**src/rtl/dense_layer_forward_top_defines.svh**
```systemverilog
// assertion macros shared by dlf_back and the top module
// each expects clk_i and rst_ni in the scope of its use
`ifndef DENSE_LAYER_FORWARD_TOP_DEFINES_SVH
`define DENSE_LAYER_FORWARD_TOP_DEFINES_SVH

`ifndef NO_ASSERTIONS

// property that holds at every clock edge out of reset
`define DLF_ASSERT(lbl, prop, msg) \
  lbl: assert property (@(posedge clk_i) disable iff (!rst_ni) (prop)) else $error(msg);

// consequent that holds in the cycle after the antecedent
`define DLF_ASSERT_NEXT(lbl, ante, cons, msg) \
  lbl: assert property (@(posedge clk_i) disable iff (!rst_ni) (ante) |=> (cons)) \
    else $error(msg);

`else

`define DLF_ASSERT(lbl, prop, msg)
`define DLF_ASSERT_NEXT(lbl, ante, cons, msg)

`endif

`endif

```
**src/rtl/dlf_fifo.sv**
```systemverilog
module dlf_fifo #(
  parameter int unsigned WIDTH = 8,
  parameter int unsigned DEPTH = 2
) (
  input  logic             clk_i,
  input  logic             rst_ni,
  input  logic             push_i,
  input  logic [WIDTH-1:0] data_i,
  output logic             full_o,
  input  logic             pop_i,
  output logic [WIDTH-1:0] data_o,
  output logic             empty_o
);

  localparam int unsigned PW = (DEPTH > 1) ? $clog2(DEPTH) : 1;
  localparam int unsigned CW = $clog2(DEPTH + 1);

  logic [WIDTH-1:0] mem_q [DEPTH];
  logic [PW-1:0]    wr_ptr_q, wr_ptr_d, rd_ptr_q, rd_ptr_d;
  logic [CW-1:0]    cnt_q, cnt_d;
  logic             do_push, do_pop;

  assign full_o  = (cnt_q == CW'(DEPTH));
  assign empty_o = (cnt_q == '0);
  assign data_o  = mem_q[rd_ptr_q];
  assign do_push = push_i && !full_o;
  assign do_pop  = pop_i && !empty_o;

  always_comb begin
    wr_ptr_d = wr_ptr_q;
    rd_ptr_d = rd_ptr_q;
    cnt_d    = cnt_q;
    if (do_push) begin
      wr_ptr_d = (wr_ptr_q == PW'(DEPTH - 1)) ? '0 : wr_ptr_q + PW'(1);
    end
    if (do_pop) begin
      rd_ptr_d = (rd_ptr_q == PW'(DEPTH - 1)) ? '0 : rd_ptr_q + PW'(1);
    end
    if (do_push && !do_pop) begin
      cnt_d = cnt_q + CW'(1);
    end else if (do_pop && !do_push) begin
      cnt_d = cnt_q - CW'(1);
    end
  end

  always_ff @(posedge clk_i or negedge rst_ni) begin
    if (!rst_ni) begin
      wr_ptr_q <= '0;
      rd_ptr_q <= '0;
      cnt_q    <= '0;
    end else begin
      wr_ptr_q <= wr_ptr_d;
      rd_ptr_q <= rd_ptr_d;
      cnt_q    <= cnt_d;
    end
  end

  always_ff @(posedge clk_i) begin
    if (do_push) begin
      mem_q[wr_ptr_q] <= data_i;
    end
  end

endmodule

```
**config.mk**
```make
export PLATFORM = sky130hd
export DESIGN_NAME = dlf_fifo
export DESIGN_NICKNAME = d
export VERILOG_FILES = /design/src/rtl/dense_layer_forward_top_defines.svh /design/src/rtl/dlf_fifo.sv
export SDC_FILE = /design/constraint.sdc
export NUM_CORES = 1
export LEC_CHECK = 0
export BUFFER_PORTS_ARGS = -buffer_cell sky130_fd_sc_hd__buf_2
export CORE_ASPECT_RATIO = 1.2
export CORE_MARGIN = 8
export CORE_UTILIZATION = 48
export CTS_CLUSTER_DIAMETER = 100
export CTS_CLUSTER_SIZE = 24
export DETAILED_ROUTE_END_ITERATION = 10
export PLACE_DENSITY = 0.84
export SYNTH_ARGS = -nofsm -noshare
export SYNTH_HDL_FRONTEND = slang
export SYNTH_SLANG_ARGS = --single-unit
```
**constraint.sdc**
```tcl
create_clock -name clk_i -period 1.9 [get_ports clk_i]
set_clock_uncertainty 0.1 [all_clocks]
set_input_delay 0.285 -clock clk_i [delete_from_list [all_inputs] [get_ports clk_i]]
set_output_delay 0.285 -clock clk_i [all_outputs]
set_load 0.05 [all_outputs]
```
==> impl_metrics.yaml <==
outcome:
  status: "finished, final reports clean"
critical_path:
  worstSetupPathType: "reg2out"
  cp.required_ps: 1510
  critPathMaxFanout: 9
  worstPathArrival_ps: 1380
  r2r-start: "cnt_q[0]"
  cp-start-kind: "flop"
  critPathLaunch: "rd_ptr_q"
  cp-end-kind: "output pin"
placement:
  port-buffer-count: 21
  place.gp.congestion: 0.678
  placed_cell_area_sq_um: 912
final_layout:
  regArea_sq_um: 582
  drive_gt1_frac: 0.429
  final_core_util: 0.600
  multi_input_area_sq_um: 189
  nets: 84
  fin_area_sq_um: 950
  fill_cells: 122
  diodes: 0
  syn_to_final_growth_pct: 21.4
floorplan:
  io_pins: 22
  initial_utilization: 0.494
  fp.dieW_microns: 52.8
  coreArea_sq_um: 1580
  die_area_sq_um: 3180
  die_h_microns: 60.2
  row_count: 16
timing:
  fin_crit_ps: 1760
  setup_violations: 0
  maxSlewViolCount: 0
  rsz0062_at_grt: "false"
  whs_ps: 75.6
  max-slew-margin-rel: 0.728
  fin_tns_setup_ps: 0
  max_freq_ghz: 0.567
  tightest_slew_ps: 408
  hold_viol_final: 0
  period_share: 0.928
clock_network:
  cts_sinks: 20
  clkSlewWorstSetupHoldPaths_ps: 110
  cts_max_level: 1
  tritoncts: "done"
  numCtsBuffers: 3
  ctsLongestPathBuffers: 2
  clock_latency_ps: 290
  cts_root_buf: "clkbuf_4"
route:
  dr.pass1.iters: 2
  post_drt_wl_per_cell_microns: 15.4
  drt_iter0_drc: 2
  wl_microns: 1350
  postRouteAntennaNets: 0
  drcViolationCount: 0
  num_vias: 429
  viasPerCell: 4.88
logic_synthesis:
  yosysMostFrequentCell: "edfxtp_1"
  netlist_area_sq_um: 782
  synth_top_area_frac: 0.614
  synth-edff-count: 16
  syn_area_per_cell_sq_um: 17.8
  synthTopCellsByArea: "edfxtp_1, dfrtp_1, mux2_1"
  synthArstFlopShare: 0.200
  synth_ff_type: "edfxtp_1"
  postSynthCellCount: 44
  synth_cell_types: 15
  yosysSeqAreaShare: 0.742
  synth_top_area_cell: "edfxtp_1"
  synth_nets: 57
  synthTopCellsByCount: "edfxtp_1, mux2_1, dfrtp_1"
  ys.warnings.count: 0
  synth_seq_cells: 20
power:
  ir_drop_mv: 1.07
  p_int_uw: 933
  power_frac_seq: 0.426
  total_power_uw: 1670
  clkPwrFrac: 0.120
  leakage_uw: 0.000398
  power_density_nw_per_um2: 1760
  swShare: 0.443
  p_sw_uw: 741
  pwr-share-comb: 0.454
global_route:
  grt_pass1_vias: 468
  antenna_found_initial: 0
  grt_max_degree: 12
  grt_use_total: 0.0986
  grt_overflow: 0
  grt_pass1_wl_microns: 2210
worst_hold_path:
  min-delay-path-class: "in2reg"
  min_from: "data_i[5]"
run:
  drv_cap: 0
==> logic make-up after synthesis <==
family	count (synthesis)	synth area share
AND/OR/NAND/NOR	6	0.0384
multiplexers	8	0.115
AO/OA/AOI/OAI	1	0.00639
XOR/XNOR	5	0.0656
buffers and inverters	3	0.0160
flip-flops	20	0.742
adder cells (fa/ha/maj)	1	0.0160
==> sequential cells by signal, indices dropped and copies added, names as in the netlist <==
name      flops
mem_q        16
rd_ptr_q      1
cnt_q         2
wr_ptr_q      1
==> final cells by class <==
| cell class | instances | area share |
|---|---|---|
| sequential | 20 | 0.613 |
| multi-input combinational | 21 | 0.199 |
| timing repair buffer | 23 | 0.129 |
| clock buffer | 4 | 0.0277 |
| tap | 18 | 0.0237 |
| inverter | 2 | 0.00791 |
==> critical path, cell delays in order (launching register included) <==
cell and delay [ps]:
dfrtp_2 510, mux2_2 370, buf_2 210
==> routing by layer <==
layer	GRT usage	vias up	routed length, microns
met5	0	-	0
met4	0.0556	0	10
met3	0.0398	2	122
met2	0.148	15	646
met1	0.115	201	572
li1	-	211	-
==> cell usage in the layout, fill, tap and decap left out <==
cell,netlist,routed
dfrtp_1,4,3
o21ai_1,1,1
mux2_2,2,2
edfxtp_1,16,16
clkbuf_4,0,3
clkbuf_1,0,1
inv_1,2,2
nor2_1,3,3
nand2b_1,1,1
xor2_1,2,2
ha_1,1,1
buf_2,1,21
xnor2_2,1,1
nand2_2,1,1
mux2_1,6,6
dlygate4sd3_1,0,1
dfrtp_2,0,1
buf_4,0,1
and3_1,1,1
xnor2_1,2,2
==> final timing paths <==
path                          endpoint  slack [ps]  cells past startpoint
max                          data_o[2]         140                      2
min                        mem_q[1][5]          80                      1
max reg2reg                   cnt_q[1]         320                      7
min reg2reg                   wr_ptr_q         430                      1
max in group asynchronous     rd_ptr_q        1360                      2
min in group asynchronous     wr_ptr_q         200                      2
==> power by group through the flow <==
stage | combinational, uW | clock [uW] | sequential, uW
after floorplan | 648 | 0 | 668
after global placement | 756 | 0 | 713
after detailed placement | 767 | 0 | 723
after CTS | 775 | 206 | 712
after global routing | 813 | 231 | 732
final | 760 | 201 | 713
==> what timing repair did <==
action,4_1_cts,5_1_grt
endpoints found under the setup margin,0,8
endpoints found under the hold margin,4,0
resized for setup,0,1
hold buffers,1,0
setup buffers,0,0
==> through the flow <==
step                setup WS [ps]  instances
floorplan                     408         44
global placement              370         83
detailed placement            332         83
CTS                          10.5         88
global route                 62.0         88
finish                        137         88
Power figures use the tool's default switching activity.
