--- config.mk ---
export PLATFORM = sky130hd
export DESIGN_NAME = dlf_front
export DESIGN_NICKNAME = d
export VERILOG_FILES = /design/src/rtl/dense_layer_forward_top_defines.svh /design/src/rtl/dlf_pkg.sv /design/src/rtl/dlf_front.sv
export SDC_FILE = /design/constraint.sdc
export NUM_CORES = 1
export LEC_CHECK = 0
export CAP_MARGIN = 20
export CORE_MARGIN = 2
export CORE_UTILIZATION = 35
export CTS_CLUSTER_SIZE = 20
export DETAILED_ROUTE_END_ITERATION = 16
export DONT_BUFFER_PORTS = 1
export GPL_ROUTABILITY_DRIVEN = 0
export PLACE_DENSITY = 0.59
export SYNTH_ARGS = -nofsm -noshare
export SYNTH_HDL_FRONTEND = slang
export SYNTH_SLANG_ARGS = --single-unit
--- constraint.sdc ---
create_clock -name clk_i -period 2 [get_ports clk_i]
set_input_delay 0.2 -clock clk_i [delete_from_list [all_inputs] [get_ports clk_i]]
set_output_delay 0.2 -clock clk_i [all_outputs]
set_load 0.02 [all_outputs]
--- src/rtl/dense_layer_forward_top_defines.svh ---
// assertion macros shared by dlf_back and the top module
// each expects clk_i and rst_ni in the scope of its use
`ifndef DENSE_LAYER_FORWARD_TOP_DEFINES_SVH
`define DENSE_LAYER_FORWARD_TOP_DEFINES_SVH

`ifndef NO_ASSERTIONS

// property that holds at every clock edge out of reset
`define DLF_ASSERT(lbl, prop, msg) \
  lbl: assert property (@(posedge clk_i) disable iff (!rst_ni) (prop)) else $error(msg);

// consequent that holds in the cycle after the antecedent
`define DLF_ASSERT_NEXT(lbl, ante, cons, msg) \
  lbl: assert property (@(posedge clk_i) disable iff (!rst_ni) (ante) |=> (cons)) \
    else $error(msg);

`else

`define DLF_ASSERT(lbl, prop, msg)
`define DLF_ASSERT_NEXT(lbl, ante, cons, msg)

`endif

`endif

--- src/rtl/dlf_pkg.sv ---
package dlf_pkg;

  // operation codes of an input transaction
  localparam logic [1:0] OP_WEIGHT = 2'd0;
  localparam logic [1:0] OP_BIAS   = 2'd1;
  localparam logic [1:0] OP_ELEM   = 2'd2;

  // configuration register indexes
  localparam logic REG_IN_COUNT  = 1'b0;
  localparam logic REG_OUT_COUNT = 1'b1;

  localparam logic [4:0] COUNT_RESET = 5'd16;
  localparam int unsigned COUNT_HW_MAX = 16;

  localparam int unsigned CMD_DEPTH = 2;
  localparam int unsigned OQ_DEPTH  = 4;

  localparam int unsigned FRAC_BITS = 12;
  // 32-bit products, up to 16 terms plus bias, one guard bit
  localparam int unsigned ACC_W = 38;

  localparam logic signed [15:0] Q_MAX = 16'sh7fff;
  localparam logic signed [15:0] Q_MIN = 16'sh8000;

  typedef enum logic [1:0] {
    KIND_WEIGHT = 2'd0,
    KIND_BIAS   = 2'd1,
    KIND_ELEM   = 2'd2
  } cmd_kind_e;

  typedef struct packed {
    cmd_kind_e          kind;
    logic               wr;
    logic               trig;
    logic [3:0]         out_idx;
    logic [3:0]         in_idx;
    logic signed [15:0] value;
    logic [4:0]         nin;
    logic [4:0]         nout;
  } cmd_t;

  typedef struct packed {
    logic [3:0]         neuron;
    logic signed [15:0] value;
    logic               sat;
    logic               last;
  } res_t;

endpackage

--- src/rtl/dlf_front.sv ---
module dlf_front #(
  parameter int unsigned IN_MAX  = 16,
  parameter int unsigned OUT_MAX = 16
) (
  input  logic               clk_i,
  input  logic               rst_ni,
  input  logic               cfg_we_i,
  input  logic               cfg_index_i,
  input  logic [4:0]         cfg_data_i,
  input  logic               push_i,
  output logic               full_o,
  input  logic [1:0]         operation_i,
  input  logic [3:0]         out_index_i,
  input  logic [3:0]         in_index_i,
  input  logic signed [15:0] value_i,
  output logic               cmd_push_o,
  output dlf_pkg::cmd_t      cmd_o,
  input  logic               cmd_full_i
);

  localparam int unsigned IN_LIM  = (IN_MAX < dlf_pkg::COUNT_HW_MAX) ?
                                    IN_MAX : dlf_pkg::COUNT_HW_MAX;
  localparam int unsigned OUT_LIM = (OUT_MAX < dlf_pkg::COUNT_HW_MAX) ?
                                    OUT_MAX : dlf_pkg::COUNT_HW_MAX;

  logic [4:0] in_count_q, out_count_q;
  logic [4:0] nin, nout;
  logic       oi_ok, ii_ok, keep;

  always_ff @(posedge clk_i or negedge rst_ni) begin
    if (!rst_ni) begin
      in_count_q  <= dlf_pkg::COUNT_RESET;
      out_count_q <= dlf_pkg::COUNT_RESET;
    end else if (cfg_we_i) begin
      unique case (cfg_index_i)
        dlf_pkg::REG_IN_COUNT:  in_count_q  <= cfg_data_i;
        dlf_pkg::REG_OUT_COUNT: out_count_q <= cfg_data_i;
        default: ;
      endcase
    end
  end

  // zero counts act as one, large counts stop at the table size or 16, whichever is smaller
  always_comb begin
    if (in_count_q == '0) begin
      nin = 5'd1;
    end else if (32'(in_count_q) > IN_LIM) begin
      nin = 5'(IN_LIM);
    end else begin
      nin = in_count_q;
    end
    if (out_count_q == '0) begin
      nout = 5'd1;
    end else if (32'(out_count_q) > OUT_LIM) begin
      nout = 5'(OUT_LIM);
    end else begin
      nout = out_count_q;
    end
  end

  assign oi_ok = (32'(out_index_i) < OUT_MAX);
  assign ii_ok = (32'(in_index_i) < IN_MAX);

  always_comb begin
    cmd_o.kind    = dlf_pkg::KIND_ELEM;
    cmd_o.wr      = 1'b0;
    cmd_o.trig    = 1'b0;
    cmd_o.out_idx = out_index_i;
    cmd_o.in_idx  = in_index_i;
    cmd_o.value   = value_i;
    cmd_o.nin     = nin;
    cmd_o.nout    = nout;
    keep          = 1'b0;
    unique case (operation_i)
      dlf_pkg::OP_WEIGHT: begin
        cmd_o.kind = dlf_pkg::KIND_WEIGHT;
        cmd_o.wr   = oi_ok && ii_ok;
        keep       = oi_ok && ii_ok;
      end
      dlf_pkg::OP_BIAS: begin
        cmd_o.kind = dlf_pkg::KIND_BIAS;
        cmd_o.wr   = oi_ok;
        keep       = oi_ok;
      end
      dlf_pkg::OP_ELEM: begin
        cmd_o.kind = dlf_pkg::KIND_ELEM;
        cmd_o.wr   = ii_ok;
        cmd_o.trig = ({1'b0, in_index_i} == (nin - 5'd1));
        keep       = ii_ok || cmd_o.trig;
      end
      default: keep = 1'b0;
    endcase
  end

  assign full_o     = cmd_full_i;
  assign cmd_push_o = push_i && !cmd_full_i && keep;

endmodule

==> impl_metrics.json, run 1 <==
{
  "wire_per_inst_um": 14.2,
  "r2r_slack_ps": 1030,
  "yosys.cell_types.count": 23,
  "hold_path.class": "in -> reg",
  "diodes": 0,
  "critPathLaunchType": "flop",
  "layout.nets": 102,
  "crit_required_ps": 1800,
  "die_h_um": 51.1,
  "grt_pass1_wl_um": 2110,
  "syn_area_um2": 777,
  "async_reset_ff_frac": 1.00,
  "num_vias": 456,
  "area_growth_pct": -4.99,
  "vdd_drop_max_uv": 521,
  "worst_slack_ps": -89.9,
  "min_delay_worst_endpoint": "in_count_q[0]$_DFFE_PN0P_",
  "cts-root-buf": "clkbuf_4",
  "rows": 17,
  "cp_slowest_stage_delay_ps": 410,
  "antenna_found_initial": 0,
  "drive_above_1_share": 0.460,
  "portBuffers": 0,
  "finalWirelength_um": 1290,
  "synth_edf_count": 0,
  "clkSinkCount": 10,
  "synthTopCellsByArea": "dfrtp_1 (26%), buf_4 (24%), mux2_2 (14%)",
  "worstPathMaxFanout": 4,
  "multi_input_area_um2": 358,
  "synth_nets": 118,
  "r2r_start": "in_count_q[4]$_DFFE_PN1P_",
  "drt_iter0_drc": 1,
  "core-area_um2": 2150,
  "detail-route-antenna-nets": 0,
  "path_clk_slew_ps": 60,
  "power.internal_mw": 0.431,
  "clk_latency_ps": 260,
  "critPathSlowestCell": "dfrtp_1",
  "dr.pass1.iters": 3,
  "synth_seq_cells": 10,
  "grt_pass1_vias": 466,
  "dpl.hpwl_um": 1040,
  "r2r_end": "in_count_q[4]$_DFFE_PN1P_",
  "seq_area_frac_synth": 0.325,
  "violations": "negative setup slack",
  "grtUsageTotal": 0.108,
  "fin_tns_setup_ps": -89.9,
  "cts_max_level": 1,
  "gr-total-overflow": 0,
  "cts_buffer_depth": 2,
  "hold_violations": 0,
  "hp-start": "cfg_data_i[0]",
  "rsz0062_at_grt": "yes",
  "synth_top_area_frac": 0.258,
  "post-route-util": 0.344,
  "cp_cell_sequence": "nor3_2 > o21bai_4 > ha_4 > xnor2_2 > nor3b_2 > nand3_1 > nor3_2 > buf_4",
  "yosysTopAreaCell": "dfrtp_1",
  "avgSynthCellArea_um2": 9.71,
  "slew_violations": 0,
  "dieWidth_um": 51.1,
  "cts_tree": "done",
  "via_per_inst": 5.01,
  "post-synth-top-count-cell": "buf_4",
  "netSwitchingFraction": 0.336,
  "max_freq_mhz": 478,
  "period_minus_slack_ps": 2090,
  "pwr-share-clk": 0.216,
  "whs_path_depth": 1,
  "cap_violations": 0,
  "synthTopCellsByCount": "buf_4 (25), mux2_2 (10), dfrtp_1 (8)",
  "p_per_area_nw_per_um2": 880,
  "num-fill-cells": 229,
  "worstMarginPinSlew_ps": 443,
  "r2r.worst_path.cells": 2,
  "drc": 0,
  "synth_cells": 80,
  "crit_type": "reg -> out",
  "seq_area_um2": 253,
  "leakage_nw": 0.304,
  "clock_skew_ps": 0,
  "grt_max_degree": 11,
  "switching_power_mw": 0.218,
  "period_share": 1.04,
  "end_kind": "output port",
  "cts_buffers": 3,
  "status": "complete, but fails checks",
  "synth_ff_type": "dfrtp_1",
  "max_slew_margin": 0.704,
  "die-area_um2": 2610,
  "initial_core_util": 0.362,
  "crit_arrival_ps": 1890,
  "crit_top_cell": "nor3_2",
  "setup_viol": 1,
  "comb_power_share": 0.366,
  "finalPower_mw": 0.650,
  "ys_warn_count": 0,
  "pwr-share-seq": 0.418,
  "io_pins": 77
}
-- repair_timing --
action	CTS	global route
hold endpoints to repair	10	0
resized for setup	5	2
setup buffers	0	1
hold buffers	1	0
pin swaps	5	2
setup endpoints to repair	1	1
-- final cells by class --
cell class | instances | area share
multi-input combinational | 39 | 0.485
sequential | 10 | 0.342
timing repair buffer | 7 | 0.0746
tap | 28 | 0.0475
clock buffer | 4 | 0.0356
inverter | 3 | 0.0153
-- state kept, by name, summed over array words and instances (netlist names) --
name,count
out_count_q,5
in_count_q,5
-- cell families after synthesis --
| group | count (synthesis) | share of synthesized area |
|---|---|---|
| buf+inv | 31 | 0.271 |
| compound gates | 3 | 0.0274 |
| simple gates | 20 | 0.159 |
| mux | 10 | 0.145 |
| xor+xnor | 5 | 0.0564 |
| fa+ha+maj | 1 | 0.0161 |
| flops | 10 | 0.325 |
-- metrics by stage --
step / hold WS [ps] / instance area (um2) / worst slack [ps] / cells
floorplan: -95.6 / 777 / 64.6 / 80
global placement: -95.4 / 651 / 126 / 85
detailed placement: -95.3 / 651 / 31.5 / 85
CTS: 75.7 / 718 / -143 / 90
global route: 68.4 / 738 / -238 / 91
finish: 82.0 / 738 / -89.9 / 91
-- worst max-delay path by stage --
| stage | start | to | slack (ps) | depth (start not counted) |
|---|---|---|---|---|
| finish | in_count_q[1]$_DFFE_PN0P_ | cmd_o[34] | -90 | 8 |
| global route | in_count_q[1]$_DFFE_PN0P_ | cmd_o[34] | -240 | 8 |
| CTS | in_count_q[3]$_DFFE_PN0P_ | cmd_o[34] | -140 | 8 |
| detailed placement | in_count_q[1]$_DFFE_PN0P_ | cmd_o[34] | 30 | 8 |
| floorplan | in_count_q[4]$_DFFE_PN1P_ | cmd_o[34] | 60 | 6 |
| global placement | in_count_q[1]$_DFFE_PN0P_ | cmd_o[34] | 130 | 8 |
-- critical path, delay by kind of cell, from the launching register on --
kind | cells | cell delay (ps)
buf+inv | 1 | 160
xor+xnor | 1 | 130
simple gates | 4 | 610
fa+ha+maj | 1 | 230
compound gates | 1 | 90
flops | 1 | 410
-- layer usage --
layer | GRT usage | wire length, um
met5 | 0 | 0
met4 | 0.0676 | 48
met3 | 0.0643 | 197
met2 | 0.169 | 619
met1 | 0.108 | 427
-- placed cells by master (no fill, tap or decap), types with 2 or more instances in the layout --
master,synthesis,layout
mux2_2,10,10
dfrtp_1,8,8
nor2b_1,7,7
buf_4,25,6
inv_1,3,3
clkbuf_4,0,3
nor3_2,1,2
nor2_1,2,2
nand2_1,2,2
xnor2_1,3,2
xor2_1,2,2
dfstp_2,2,2
-- power by group through the flow --
stage                     Sequential, mW  Combinational, mW  Clock (mW)
after floorplan                    0.263              0.240           0
after global placement             0.269              0.198           0
after detailed placement           0.271              0.203           0
after CTS                          0.271              0.228       0.147
after global routing               0.277              0.265       0.160
final                              0.271              0.238       0.141
No activity file was read; power rests on OpenSTA's default activity.
==> run 2, diff against run 1 <==
CORE_UTILIZATION = 59   (was 35)
PLACE_DENSITY = 0.85   (was 0.59)
==> run 2 against run 1 <==
Effect of this change:
- the flow still finishes with violations (negative setup slack)
- worst hold slack lost 2.0 ps
- core utilization grew 21 points
- highest routed layer unchanged
- cell area shrank 5.3%
- total power grew 1.7%
- clock skew is the same
- count of clock-buffer cells in the layout is the same
- global-route usage grew 8.1 points
- critical path depth is the same
- critical endpoint unchanged
- fmax shrank 2.2%
- worst setup slack lost 47 ps
- clock power grew 27%
==> impl_metrics.json, run 2 (synthesis gave the netlist of run 1 again) <==
{
  "status": "complete, but fails checks",
  "violations": "negative setup slack",
  "min_delay_worst_endpoint": "out_count_q[3]$_DFFE_PN0P_",
  "grt_pass1_wl_um": 1900,
  "finalPower_mw": 0.661,
  "cts_buffer_depth": 2,
  "drt_iter0_drc": 0,
  "period_minus_slack_ps": 2140,
  "worstMarginPinSlew_ps": 432,
  "whs_path_depth": 1,
  "area_growth_pct": -9.98,
  "hp-start": "cfg_data_i[3]",
  "drive_above_1_share": 0.429,
  "core-area_um2": 1270,
  "clkSinkCount": 10,
  "dr.pass1.iters": 1,
  "finalWirelength_um": 1330,
  "end_kind": "output port",
  "leakage_nw": 0.301,
  "via_per_inst": 5.87,
  "worstPathMaxFanout": 2,
  "max_slew_margin": 0.711,
  "dp.cells": 71,
  "max_freq_mhz": 468,
  "die-area_um2": 1620,
  "rsz0062_at_grt": "yes",
  "cts_max_level": 1,
  "crit_type": "reg -> out",
  "vdd_drop_max_uv": 492,
  "hold_path.class": "in -> reg",
  "path_clk_slew_ps": 60,
  "die_h_um": 40.3,
  "period_share": 1.07,
  "p_per_area_nw_per_um2": 945,
  "crit_required_ps": 1800,
  "portBuffers": 0,
  "cap_violations": 0,
  "clk_latency_ps": 260,
  "pre_cts_slack_ps": -3.34,
  "diodes": 0,
  "cts_tree": "done",
  "antenna_found_initial": 0,
  "setup_viol": 1,
  "r2r_slack_ps": 1060,
  "drc": 0,
  "grtUsageTotal": 0.189,
  "r2r_start": "in_count_q[4]$_DFFE_PN1P_",
  "num_vias": 458,
  "cts-root-buf": "clkbuf_4",
  "detail-route-antenna-nets": 0,
  "critPathLaunchType": "flop",
  "gr-total-overflow": 0,
  "critPathLaunch": "in_count_q[3]$_DFFE_PN0P_",
  "slew_violations": 0,
  "crit_arrival_ps": 1940,
  "r2r.worst_path.cells": 2,
  "r2r_end": "in_count_q[4]$_DFFE_PN1P_",
  "reg_top3": "in_count_q: 5 flops, out_count_q: 5 flops",
  "worst_slack_ps": -137,
  "grt_max_degree": 11,
  "cts_buffers": 3,
  "layout.nets": 102,
  "place_area_um2": 627,
  "initial_core_util": 0.612,
  "fin_area_um2": 699,
  "clock_skew_ps": 0,
  "grt_pass1_vias": 433,
  "rows": 13,
  "hold_violations": 0,
  "fin_tns_setup_ps": -137,
  "io_pins": 77,
  "final_cell_mix": "mux2_2 (10), dfrtp_1 (8), nor2b_1 (7), buf_4 (6)",
  "wire_per_inst_um": 17.1,
  "final_common_cell": "mux2_2",
  "dieWidth_um": 40.3,
  "final_cells": 78
}
## run 2: cell counts in the layout (fill, tap and decap cells not counted)
Identical to the previous run, type by type.
## run 2: worst max-delay path by stage
stage	end	slack [ps]	cells after the start
floorplan	cmd_o[34]	60	6
global placement	cmd_o[34]	120	8
detailed placement	cmd_o[34]	-3	8
CTS	cmd_o[34]	-180	8
global route	cmd_o[34]	-310	8
finish	cmd_o[34]	-140	8
## run 2: layer usage
| metal | track usage | wire length (um) | vias up |
|---|---|---|---|
| li1 | - | - | 204 |
| met5 | 0 | 0 | - |
| met4 | 0.117 | 56 | 0 |
| met3 | 0.0611 | 174 | 10 |
| met1 | 0.181 | 374 | 212 |
| met2 | 0.343 | 727 | 32 |
## run 2: worst max-delay path: stages (launching register included)
cell	delay, ps
dfrtp_1	390
nor3_2	190
o21bai_2	100
ha_1	290
xnor2_1	140
nor3b_1	180
nand3_1	110
nor3_2	110
buf_4	160
## run 2: final cells by class
type,count,area (um2)
clock buffers,4,36.3
fillers,108,569
inverters,3,11.3
multi-input cells,39,325
flip-flops and latches,10,253
well taps,15,18.8
repair buffers,7,55.1
## run 2: through the flow
stage,util,hold slack (ps)
3_5_place_dp,0.494,-95.4
5_1_grt,0.551,73.1
4_1_cts,0.551,85.4
3_3_place_gp,0.494,-95.4
2_1_floorplan,-,-95.6
6_report,0.551,80.0
## run 2: report_power, final
part | switching [mW] | total, mW | internal (mW)
sequential | 0.0305 | 0.268 | 0.237
combinational | 0.115 | 0.214 | 0.0991
clock | 0.0684 | 0.179 | 0.111
total | 0.214 | 0.661 | 0.447
## run 2: what timing repair did
| action | in CTS | in global routing |
|---|---|---|
| hold endpoints to repair | 10 | 0 |
| hold buffers | 1 | 0 |
| pin swaps | 6 | 2 |
| setup endpoints to repair | 1 | 1 |
| gates resized for setup | 3 | 0 |
| buffers inserted | 2 | 0 |
==> run 3, diff against run 2 <==
CORE_MARGIN = 10   (was 2)
==> run 3 against run 2 <==
Effect of this change:
- the flow still finishes with violations (negative setup slack)
- worst hold slack better by 6.0 ps
- combinational power increased by 7%
- sequential power hardly changed
- largest power group unchanged
- critical path type unchanged
==> impl_metrics.json, run 3 (synthesis gave the netlist of run 1 again) <==
{
  "setup_viol": 1,
  "initial_core_util": 0.612,
  "core-area_um2": 1270,
  "violations": "negative setup slack",
  "dpl.hpwl_um": 1350,
  "cts_tree": "done",
  "via_per_inst": 5.88,
  "pre_cts_slack_ps": -69.7,
  "pwr-share-clk": 0.262,
  "cap_violations": 0,
  "clock_skew_ps": 0,
  "cts_max_level": 1,
  "num-fill-cells": 105,
  "hold_path.class": "in -> reg",
  "crit_type": "reg -> out",
  "cp_slowest_stage_delay_ps": 420,
  "drc": 0,
  "final_common_cell": "mux2_2",
  "reg_top3": "in_count_q: 5 flops, out_count_q: 5 flops",
  "clk_latency_ps": 260,
  "hold_violations": 0,
  "worstPathMaxFanout": 4,
  "switching_power_mw": 0.222,
  "grt_pass1_wl_um": 2530,
  "path_clk_slew_ps": 70,
  "dr.pass1.iters": 2,
  "antenna_found_initial": 0,
  "post-route-util": 0.567,
  "final_cell_mix": "mux2_2 (10), dfrtp_1 (8), buf_4 (8), nor2b_1 (7)",
  "detail-route-antenna-nets": 0,
  "io_pins": 77,
  "grt_use_met1": 0.0757,
  "drive_above_1_share": 0.462,
  "layout.nets": 104,
  "finalWirelength_um": 1660,
  "num_vias": 470,
  "critPathSlowestCell": "dfrtp_1",
  "drt_iter0_drc": 7,
  "die-area_um2": 3170,
  "vdd_drop_max_uv": 412,
  "period_minus_slack_ps": 2190,
  "cts-root-buf": "clkbuf_4",
  "cts_buffer_depth": 2,
  "worst_slack_ps": -190,
  "rsz0062_at_grt": "yes",
  "use_met3": 0.0652,
  "dieWidth_um": 56.3,
  "p_per_area_nw_per_um2": 941,
  "die_h_um": 56.3,
  "wire_per_inst_um": 20.8,
  "hold-worst-slack_ps": 86.0,
  "grt_pass1_vias": 510,
  "cp_cell_sequence": "nor3_2 > o21bai_2 > ha_1 > xnor2_1 > nor3b_2 > nand3_1 > nor3_2 > buf_4",
  "gr-total-overflow": 0,
  "portBuffers": 0,
  "grtUsageTotal": 0.100,
  "critPathLaunchType": "flop",
  "fin_area_um2": 719,
  "grt_max_degree": 11,
  "crit_arrival_ps": 1990,
  "cts_buffers": 3,
  "clkSinkCount": 10,
  "area_growth_pct": -7.41,
  "period_share": 1.09,
  "pwr-share-seq": 0.399,
  "power.internal_mw": 0.455,
  "slew_violations": 0,
  "netSwitchingFraction": 0.328,
  "crit_required_ps": 1800,
  "diodes": 0,
  "max_freq_mhz": 457,
  "comb_power_share": 0.339,
  "end_kind": "output port",
  "max_slew_margin": 0.697,
  "leakage_nw": 0.312,
  "status": "complete, but fails checks",
  "grt.met2_usage": 0.181,
  "worstMarginPinSlew_ps": 453,
  "place_area_um2": 627,
  "grt_busiest_layer": "met2",
  "rows": 13,
  "crit_top_cell": "nor3_2"
}
==> run 3: cell count changes in the layout (fill, tap and decap cells not counted), sizes merged <==
cell  previous run  this run
buf              6         8
==> run 3: per-layer routing <==
metal | routed length (um) | share of wire
met3 | 213 | 0.13
met4 | 51 | 0.031
met2 | 907 | 0.55
met5 | 0 | 0
met1 | 488 | 0.29
==> run 3: cell type report <==
type,instances,area (um2),share of cell area
inverters,3,11.3,0.0157
multi-input cells,39,330,0.459
clock buffers,4,36.3,0.0504
repair buffers,9,70.1,0.0974
well taps,15,18.8,0.0261
flip-flops and latches,10,253,0.351
==> run 3: worst paths after layout <==
kind                                               to  depth (start not counted)                       start  slack (ps)
min in group asynchronous   in_count_q[1]$_DFFE_PN0P_                          1                      rst_ni         310
max in group asynchronous  out_count_q[4]$_DFFE_PN1P_                          1                      rst_ni        1360
setup / recovery                            cmd_o[34]                          8   in_count_q[1]$_DFFE_PN0P_        -190
hold / removal              in_count_q[0]$_DFFE_PN0P_                          1               cfg_data_i[0]          90
hold reg to reg            out_count_q[0]$_DFFE_PN0P_                          1  out_count_q[0]$_DFFE_PN0P_         510
setup reg to reg            in_count_q[4]$_DFFE_PN1P_                          2   in_count_q[4]$_DFFE_PN1P_        1050
==> run 3: repair_timing <==
item | 4_1_cts | 5_1_grt
hold buffers | 1 | 0
hold endpoints to repair | 10 | 0
pin swaps | 6 | 4
buffers inserted | 2 | 2
resized for setup | 3 | 1
endpoints found under the setup margin | 1 | 1
==> run 3: power groups by stage <==
stage | combinational [mW] | sequential (mW) | clock, mW
2_1_floorplan | 0.240 | 0.263 | 0
3_3_place_gp | 0.194 | 0.268 | 0
3_5_place_dp | 0.200 | 0.270 | 0
4_1_cts | 0.220 | 0.268 | 0.183
5_1_grt | 0.250 | 0.276 | 0.193
6_report | 0.229 | 0.270 | 0.178
==> run 3: through the flow <==
step / cells / TNS, ps / total power [mW]
4_1_cts: 78 / -201 / 0.671
6_report: 80 / -190 / 0.677
3_5_place_dp: 71 / -69.7 / 0.470
5_1_grt: 80 / -306 / 0.719
2_1_floorplan: 80 / 0 / 0.503
3_3_place_gp: 71 / 0 / 0.462
==> run 3: worst max-delay path, delay by kind of cell (launching register included) <==
kind	cells	cell delay (ps)
flops	1	420
fa+ha+maj	1	290
buf+inv	1	160
xor+xnor	1	140
simple gates	4	630
compound gates	1	90
